--- src/rtl/core/rmpt_pkg.sv ---
// Package: shared constants and types for the min-plus tree sampler.
package rmpt_pkg;

  localparam int MaxDepth   = 16;
  localparam int AddrW      = MaxDepth;
  localparam int DepthW     = $clog2(MaxDepth + 1);
  localparam int NodeW      = 19;
  localparam int CfgIdxW    = 3;
  localparam int CfgDataW   = 64;

  localparam logic [CfgIdxW-1:0] REG_DEPTH  = 3'd0;
  localparam logic [CfgIdxW-1:0] REG_SUMTH  = 3'd1;
  localparam logic [CfgIdxW-1:0] REG_KINDS  = 3'd2;
  localparam logic [CfgIdxW-1:0] REG_CUT0   = 3'd3;
  localparam logic [CfgIdxW-1:0] REG_CUT1   = 3'd4;
  localparam logic [CfgIdxW-1:0] REG_CUT2   = 3'd5;
  localparam logic [CfgIdxW-1:0] REG_VALUES = 3'd6;
  localparam logic [CfgIdxW-1:0] REG_SEED   = 3'd7;

  localparam logic [63:0] GOLDEN = 64'h9E3779B97F4A7C15;
  localparam logic [63:0] MIX_M1 = 64'hBF58476D1CE4E5B9;
  localparam logic [63:0] MIX_M2 = 64'h94D049BB133111EB;

  // Generator unit operation codes
  localparam logic [1:0] GOP_IDLE = 2'd0;
  localparam logic [1:0] GOP_SEED = 2'd1;
  localparam logic [1:0] GOP_DRAW = 2'd2;

  typedef struct packed {
    logic       go;
    logic [1:0] op;
  } gen_req_t;

  typedef struct packed {
    logic        done;
    logic [63:0] value;
  } gen_rsp_t;

endpackage

--- src/rtl/core/rmpt_mul32.sv ---
// Shared 64-bit multiplier built from one 32x32 partial product per cycle.
module rmpt_mul32 import rmpt_pkg::*; (
  input  logic        clk,
  input  logic        rst_n,
  input  logic        go,
  input  logic [63:0] a,
  input  logic [63:0] b,
  output logic        done,
  output logic [63:0] p
);

  logic [1:0]  step_r, step_nxt;
  logic        busy_r, busy_nxt;
  logic [63:0] a_r, b_r;
  logic [63:0] acc_r, acc_nxt;
  logic [31:0] op_a, op_b;
  logic [63:0] prod_r;
  logic [1:0]  pstep_r;
  logic        pv_r;
  logic        done_r;

  // Select the partial product for this step (low word product only needs three)
  always_comb begin
    case (step_r)
      2'd0:    begin op_a = a_r[31:0];  op_b = b_r[31:0];  end
      2'd1:    begin op_a = a_r[31:0];  op_b = b_r[63:32]; end
      2'd2:    begin op_a = a_r[63:32]; op_b = b_r[31:0];  end
      default: begin op_a = 32'd0;      op_b = 32'd0;      end
    endcase
  end

  // Advance the step counter
  always_comb begin
    busy_nxt = busy_r;
    step_nxt = step_r;
    if (go) begin
      busy_nxt = 1'b1;
      step_nxt = 2'd0;
    end else if (busy_r) begin
      if (step_r == 2'd2) busy_nxt = 1'b0;
      step_nxt = step_r + 2'd1;
    end
  end

  // Accumulate the registered partial products
  always_comb begin
    acc_nxt = acc_r;
    if (pv_r) begin
      if (pstep_r == 2'd0) acc_nxt = prod_r;
      else acc_nxt = acc_r + {prod_r[31:0], 32'd0};
    end
  end

  always_ff @(posedge clk) begin
    if (go) begin
      a_r <= a;
      b_r <= b;
    end
    prod_r  <= {32'd0, op_a} * {32'd0, op_b};
    pstep_r <= step_r;
    acc_r   <= acc_nxt;
    if (!rst_n) begin
      busy_r <= 1'b0;
      step_r <= 2'd0;
      pv_r   <= 1'b0;
      done_r <= 1'b0;
    end else begin
      busy_r <= busy_nxt;
      step_r <= step_nxt;
      pv_r   <= busy_r && !go;
      done_r <= pv_r && pstep_r == 2'd2;
    end
  end

  assign done = done_r;
  assign p    = acc_r;

endmodule

--- src/rtl/core/rmpt_gen.sv ---
// Generator: xoshiro256++ state with splitmix64 reseed through the shared multiplier.
module rmpt_gen import rmpt_pkg::*; (
  input  logic        clk,
  input  logic        rst_n,
  input  gen_req_t    req,
  input  logic [63:0] seed,
  output gen_rsp_t    rsp
);

  localparam logic [2:0] S_IDLE = 3'd0;
  localparam logic [2:0] S_ADD  = 3'd1;
  localparam logic [2:0] S_M1   = 3'd2;
  localparam logic [2:0] S_M2   = 3'd3;
  localparam logic [2:0] S_DONE = 3'd4;

  logic [2:0]  st_r, st_nxt;
  logic [63:0] g0_r, g1_r, g2_r, g3_r;
  logic [63:0] acc_r;
  logic [1:0]  widx_r;
  logic        done_r;
  logic [63:0] out_r;
  logic        mgo;
  logic [63:0] ma, mb, mp;
  logic        mdone;
  logic [63:0] sum03, d_out, t2, t3, t1, t0, t2b, fin;

  rmpt_mul32 u_mul (
    .clk(clk), .rst_n(rst_n), .go(mgo), .a(ma), .b(mb), .done(mdone), .p(mp)
  );

  // Draw path
  assign sum03 = g0_r + g3_r;
  assign d_out = {sum03[40:0], sum03[63:41]} + g0_r;
  assign t2    = g2_r ^ g0_r;
  assign t3    = g3_r ^ g1_r;
  assign t1    = g1_r ^ t2;
  assign t0    = g0_r ^ t3;
  assign t2b   = t2 ^ {g1_r[46:0], 17'd0};
  assign fin   = mp ^ (mp >> 31);

  assign mgo = (st_r == S_ADD) || (st_r == S_M1 && mdone);
  assign ma  = (st_r == S_ADD) ? (acc_r ^ (acc_r >> 30)) : (mp ^ (mp >> 27));
  assign mb  = (st_r == S_ADD) ? MIX_M1 : MIX_M2;

  // Sequence the splitmix expansion
  always_comb begin
    st_nxt = st_r;
    case (st_r)
      S_IDLE:  if (req.go && req.op == GOP_SEED) st_nxt = S_ADD;
      S_ADD:   st_nxt = S_M1;
      S_M1:    if (mdone) st_nxt = S_M2;
      S_M2:    if (mdone) st_nxt = (widx_r == 2'd3) ? S_DONE : S_ADD;
      S_DONE:  st_nxt = S_IDLE;
      default: st_nxt = S_IDLE;
    endcase
  end

  always_ff @(posedge clk) begin
    if (st_r == S_IDLE && req.go && req.op == GOP_SEED) acc_r <= seed + GOLDEN;
    if (st_r == S_M2 && mdone) acc_r <= acc_r + GOLDEN;
    if (req.go && req.op == GOP_DRAW && st_r == S_IDLE) out_r <= d_out;
    if (!rst_n) begin
      st_r   <= S_IDLE;
      done_r <= 1'b0;
      widx_r <= 2'd0;
      g0_r <= '0; g1_r <= '0; g2_r <= '0; g3_r <= '0;
    end else begin
      st_r   <= st_nxt;
      done_r <= (st_r == S_IDLE && req.go && req.op == GOP_DRAW) || st_r == S_DONE;
      if (st_r == S_IDLE && req.go && req.op == GOP_SEED) widx_r <= 2'd0;
      if (st_r == S_M2 && mdone) begin
        widx_r <= widx_r + 2'd1;
        case (widx_r)
          2'd0:    g0_r <= fin;
          2'd1:    g1_r <= fin;
          2'd2:    g2_r <= fin;
          default: g3_r <= fin;
        endcase
      end
      if (st_r == S_IDLE && req.go && req.op == GOP_DRAW) begin
        g0_r <= t0;
        g1_r <= t1;
        g2_r <= t2b;
        g3_r <= {t3[18:0], t3[63:19]};
      end
    end
  end

  assign rsp.done  = done_r;
  assign rsp.value = out_r;

endmodule

--- config.mk ---
export PLATFORM = sky130hd
export DESIGN_NAME = rmpt_gen
export DESIGN_NICKNAME = d
export VERILOG_FILES = /design/src/rtl/core/rmpt_pkg.sv /design/src/rtl/core/rmpt_mul32.sv /design/src/rtl/core/rmpt_gen.sv
export SDC_FILE = /design/constraint.sdc
export NUM_CORES = 2
export LEC_CHECK = 0
export CAP_MARGIN = 10
export CORE_MARGIN = 2
export CORE_UTILIZATION = 40
export DETAILED_ROUTE_END_ITERATION = 6
export DONT_BUFFER_PORTS = 1
export SYNTH_ARGS = -nofsm -noshare
export SYNTH_HDL_FRONTEND = slang
export SYNTH_HIERARCHICAL = 1
export SYNTH_SLANG_ARGS = --single-unit
--- constraint.sdc ---
create_clock -name clk -period 11.8 [get_ports clk]
set_input_delay 0.59 -clock clk [delete_from_list [all_inputs] [get_ports clk]]
set_output_delay 0.59 -clock clk [all_outputs]
set_load 0.02 [all_outputs]
==> implementation parameters <==
Parameter                              Value

Worst setup path
  Dominant cell type by count on the critical path ... sky130_fd_sc_hd__fa_1
  Number of cell instances on the worst register-to-register path ... 29
  Maximum single-stage delay on the critical path ... 1.12 ns
  Worst Setup End Kind ... flip-flop
  Startpoint of the worst register-to-register path ... u_mul/step_r[1]$_SDFFE_PP0P_
  Worst reg-to-reg setup slack ... 1.50 ns
  Setup crit start kind ... flip-flop
  Endpoint of the worst register-to-register path ... u_mul/prod_r[61]$_DFF_P_
  Largest fanout on the critical path ... between 40 and 50
  Data arrival time of the critical path ... about 11 ns
  Cell type group with the largest total delay on the critical path ... adder cells
  Cell with the largest stage delay on the worst path ... sky130_fd_sc_hd__a22oi_2
  Data required time at the worst endpoint ... 12.36 ns
  Number of buffer and inverter stages on the critical path ... 8
  Kind of critical path ... reg2reg

Global routing
  GRT Total Usage ... 0.2962
  Overall overflow remaining after global route ... 0
  Wire length of the first global-routing pass ... around 400000 µm
  Largest net degree at the start of global routing ... 170
  Number of antenna violations at the first check in global routing ... 7
  Vias in the first global route ... 59284

Yosys
  Leading area contributor after synthesis ... sky130_fd_sc_hd__fa_1
  Synth warn ... 6
  Area of the mapped netlist ... 71370 µm²
  Area share of the largest cell type after synthesis ... 0.2522
  Area contributors post-synth ... sky130_fd_sc_hd__fa_1, sky130_fd_sc_hd__edfxtp_1, sky130_fd_sc_hd__dfxtp_1
  Synth cell types ... approximately 120
  Number of storage elements in the synthesis netlist ... around 650
  Fraction of registers with async set/reset ... 0
  Gate count of the mapped netlist ... 7996
  Share of synthesized area occupied by flip-flops and latches ... 0.2280
  Number of flops mapped to enable cells by yosys ... 320
  Dominant synthesized flop cell ... sky130_fd_sc_hd__dfxtp_1
  Mean cell area of the mapped netlist ... between 8 and 9 µm²

Timing
  Post-layout minimum cycle time ... 10.30 ns
  Unrepaired setup endpoints after global routing ... no
  Headroom to the max-slew limit ... 0.1268
  Fin. max-slew vios ... 0
  Worst hold margin ... 0.05835 ns
  Least-Margin Pin Slew ... between 1 and 1.5 ns
  Fin Clk Skew ... around 0.033 ns
  Fin crit share ... 0.8726
  Final-report setup violation count ... 0
  Achievable frequency ... 0.09712 GHz
  Final Hold Violating Endpoints ... 0
  Sum Neg Setup Slack ... 0 ns

Clock network
  Buffers inserted by post-CTS timing repair ... 0
  Register clock-pin slew on the reported worst setup and hold paths ... 0.06 ns
  Worst skew pair latency ... between 0.6 and 0.7 ns
  Sink count of the clock tree ... approximately 650
  H-tree Lvls ... 3
  CTS tree ... done
  CTS buffer count ... 68
  Root buffer selected by CTS ... sky130_fd_sc_hd__clkbuf_16
  Number of buffers inserted by hold repair at cts ... 0
  Clock tree buffer depth ... 3
  Quantity of gates resized following cts ... 0

Routing
  1st-pass router iterations ... 7
  # DRC ... 1
  Routed Antenna Nets ... 0
  Final WL ... about 270000 µm
  Average detailed-routed wire length per instance ... 26.61 µm
  Vias per cell ... 5.791
  Number of DRC violations after detailed-routing iteration 0 ... 6222
  Overall via count from detail_route ... 58859

Die
  Starting density of the core ... 0.4013
  Standard-cell row count ... 155
  Full die area ... 181800 µm²
  Count of boundary I/O pins ... 134
  Die Y-Extent ... 426.4 µm
  Placeable Area ... 177800 µm²
  Die width ... 426.4 µm

Min path
  Worst min-delay path class ... in2reg
  Worst Hold End ... g3_r[1]$_SDFFE_PN0P_
  HP Start ... rst_n
  Number of cells on the worst hold path ... 1

Placed design
  Count of input and output buffers ... 0
  Detailed placer's ending HPWL ... 207000 µm
  Final weighted congestion of routability-driven global placement ... between 1 and 1.5

Status
  Status ... complete, but fails checks
  Violated checks ... DRC

Finish
  Net count, final ... 9154
  Fraction of the core area covered by cells at the end of the flow ... 0.4271
  Area overhead of the layout relative to synthesis ... 6.427%
  Share of post-route cells with drive strength above 1 ... 0.05444

Flow run
  Number of violations of the max-capacitance limit ... 0
cell usage in the layout (no fill, tap or decap), types with 38 or more instances in the layout:
cell / Yosys / routed
sky130_fd_sc_hd__inv_1: 952 / 950
sky130_fd_sc_hd__xor2_1: 272 / 272
sky130_fd_sc_hd__a221oi_1: 40 / 40
sky130_fd_sc_hd__edfxtp_1: 320 / 320
sky130_fd_sc_hd__a211oi_1: 38 / 38
sky130_fd_sc_hd__a31oi_1: 62 / 62
sky130_fd_sc_hd__o211ai_1: 79 / 79
sky130_fd_sc_hd__a22oi_1: 66 / 57
sky130_fd_sc_hd__o21ai_0: 205 / 205
sky130_fd_sc_hd__nor3_1: 91 / 91
sky130_fd_sc_hd__nand3_1: 106 / 106
sky130_fd_sc_hd__ha_1: 431 / 429
sky130_fd_sc_hd__o22ai_1: 39 / 39
sky130_fd_sc_hd__a21o_1: 151 / 151
sky130_fd_sc_hd__buf_4: 5 / 117
sky130_fd_sc_hd__nor2_1: 922 / 909
sky130_fd_sc_hd__nand4_1: 66 / 66
sky130_fd_sc_hd__nand2_1: 990 / 987
sky130_fd_sc_hd__mux2_2: 63 / 63
sky130_fd_sc_hd__dfxtp_1: 333 / 333
sky130_fd_sc_hd__xnor2_1: 300 / 300
sky130_fd_sc_hd__a21oi_1: 511 / 509
sky130_fd_sc_hd__and2_1: 52 / 49
sky130_fd_sc_hd__clkbuf_16: 0 / 73
sky130_fd_sc_hd__mux2i_1: 55 / 55
sky130_fd_sc_hd__fa_1: 899 / 899
cell usage after synthesis, types with 106 or more instances:
cell	n
sky130_fd_sc_hd__nand2_1	990
sky130_fd_sc_hd__inv_1	952
sky130_fd_sc_hd__nor2_1	922
sky130_fd_sc_hd__fa_1	899
sky130_fd_sc_hd__a21oi_1	511
sky130_fd_sc_hd__ha_1	431
sky130_fd_sc_hd__clkbuf_1	360
sky130_fd_sc_hd__dfxtp_1	333
sky130_fd_sc_hd__edfxtp_1	320
sky130_fd_sc_hd__xnor2_1	300
sky130_fd_sc_hd__xor2_1	272
sky130_fd_sc_hd__o21ai_0	205
sky130_fd_sc_hd__a21o_1	151
sky130_fd_sc_hd__nand3_1	106
worst reg2reg max path, delay by kind of cell, from the launching register on:
family	cells	cell delay, ns
buffers and inverters	8	1.00
DFF	1	0.40
AOI/OAI and AO/OA	7	2.93
and+or+nand+nor	3	1.02
xor gates and xnor gates	1	0.18
adders and majority gates	10	4.65
routing by layer:
metal | up-vias | wire length, µm | GRT usage
met3 | 625 | 27120 | 0.07204
met4 | 4 | 17910 | 0.1645
met2 | 2971 | 118900 | 0.4549
met1 | 29558 | 106500 | 0.3825
met5 | - | 29 | 0
li1 | 25701 | - | -
worst max-delay path by stage:
| stage | from | to | slack [ns] | cells past startpoint |
|---|---|---|---|---|
| after floorplan | u_mul/step_r[0]$_SDFFE_PP0P_ | u_mul/prod_r[59]$_DFF_P_ | 3.09 | 31 |
| after global placement | u_mul/step_r[1]$_SDFFE_PP0P_ | u_mul/prod_r[61]$_DFF_P_ | 1.80 | 29 |
| after detailed placement | u_mul/step_r[0]$_SDFFE_PP0P_ | u_mul/prod_r[63]$_DFF_P_ | 1.71 | 25 |
| after CTS | u_mul/step_r[1]$_SDFFE_PP0P_ | u_mul/prod_r[61]$_DFF_P_ | 1.64 | 29 |
| after global routing | u_mul/step_r[1]$_SDFFE_PP0P_ | u_mul/prod_r[61]$_DFF_P_ | 1.08 | 29 |
| final | u_mul/step_r[1]$_SDFFE_PP0P_ | u_mul/prod_r[61]$_DFF_P_ | 1.50 | 29 |
kinds of logic after synthesis:
family          Yosys count  synth area share
buf+inv                1415           0.07712
flops                   653            0.2280
simple gates           2430            0.1445
mux                     123           0.01878
other cells               2         0.0001052
xor+xnor                572           0.07019
fa+ha+maj              1330            0.3277
compound gates         1471            0.1336
flip-flops by register name (all words and copies together), names as in the netlist, 3 cells and up:
register / count
g0_r: 64
u_mul/p: 64
g2_r: 64
u_mul/a_r: 64
acc_r: 64
u_mul/prod_r: 64
u_mul/b_r: 64
g1_r: 64
out_r: 64
g3_r: 64
st_r: 3
layout make-up:
cell class / count / area (µm²)
Sequential cell: 653 / 16280
Multi-Input combinational cell: 5959 / 49850
Timing Repair Buffer: 119 / 913.4
Clock inverter: 37 / 434.2
Inverter: 954 / 3596
Tap cell: 2355 / 2947
Clock buffer: 85 / 1942
Fill cell: 17493 / 101900
Antenna cell: 1 / 2.502
stage by stage:
| stage | area (µm²) | worst slack (ns) | cells |
|---|---|---|---|
| after floorplan | 71490 | 3.088 | 8027 |
| after global placement | 73570 | 1.797 | 10039 |
| after detailed placement | 73570 | 1.706 | 10039 |
| after CTS | 75940 | 1.638 | 10161 |
| after global routing | 75960 | 1.084 | 10162 |
| final | 75960 | 1.503 | 10163 |
Power is left out: the tool's default activity adds up to more than one toggle a clock period on the data nets, which glitch-free logic cannot reach.
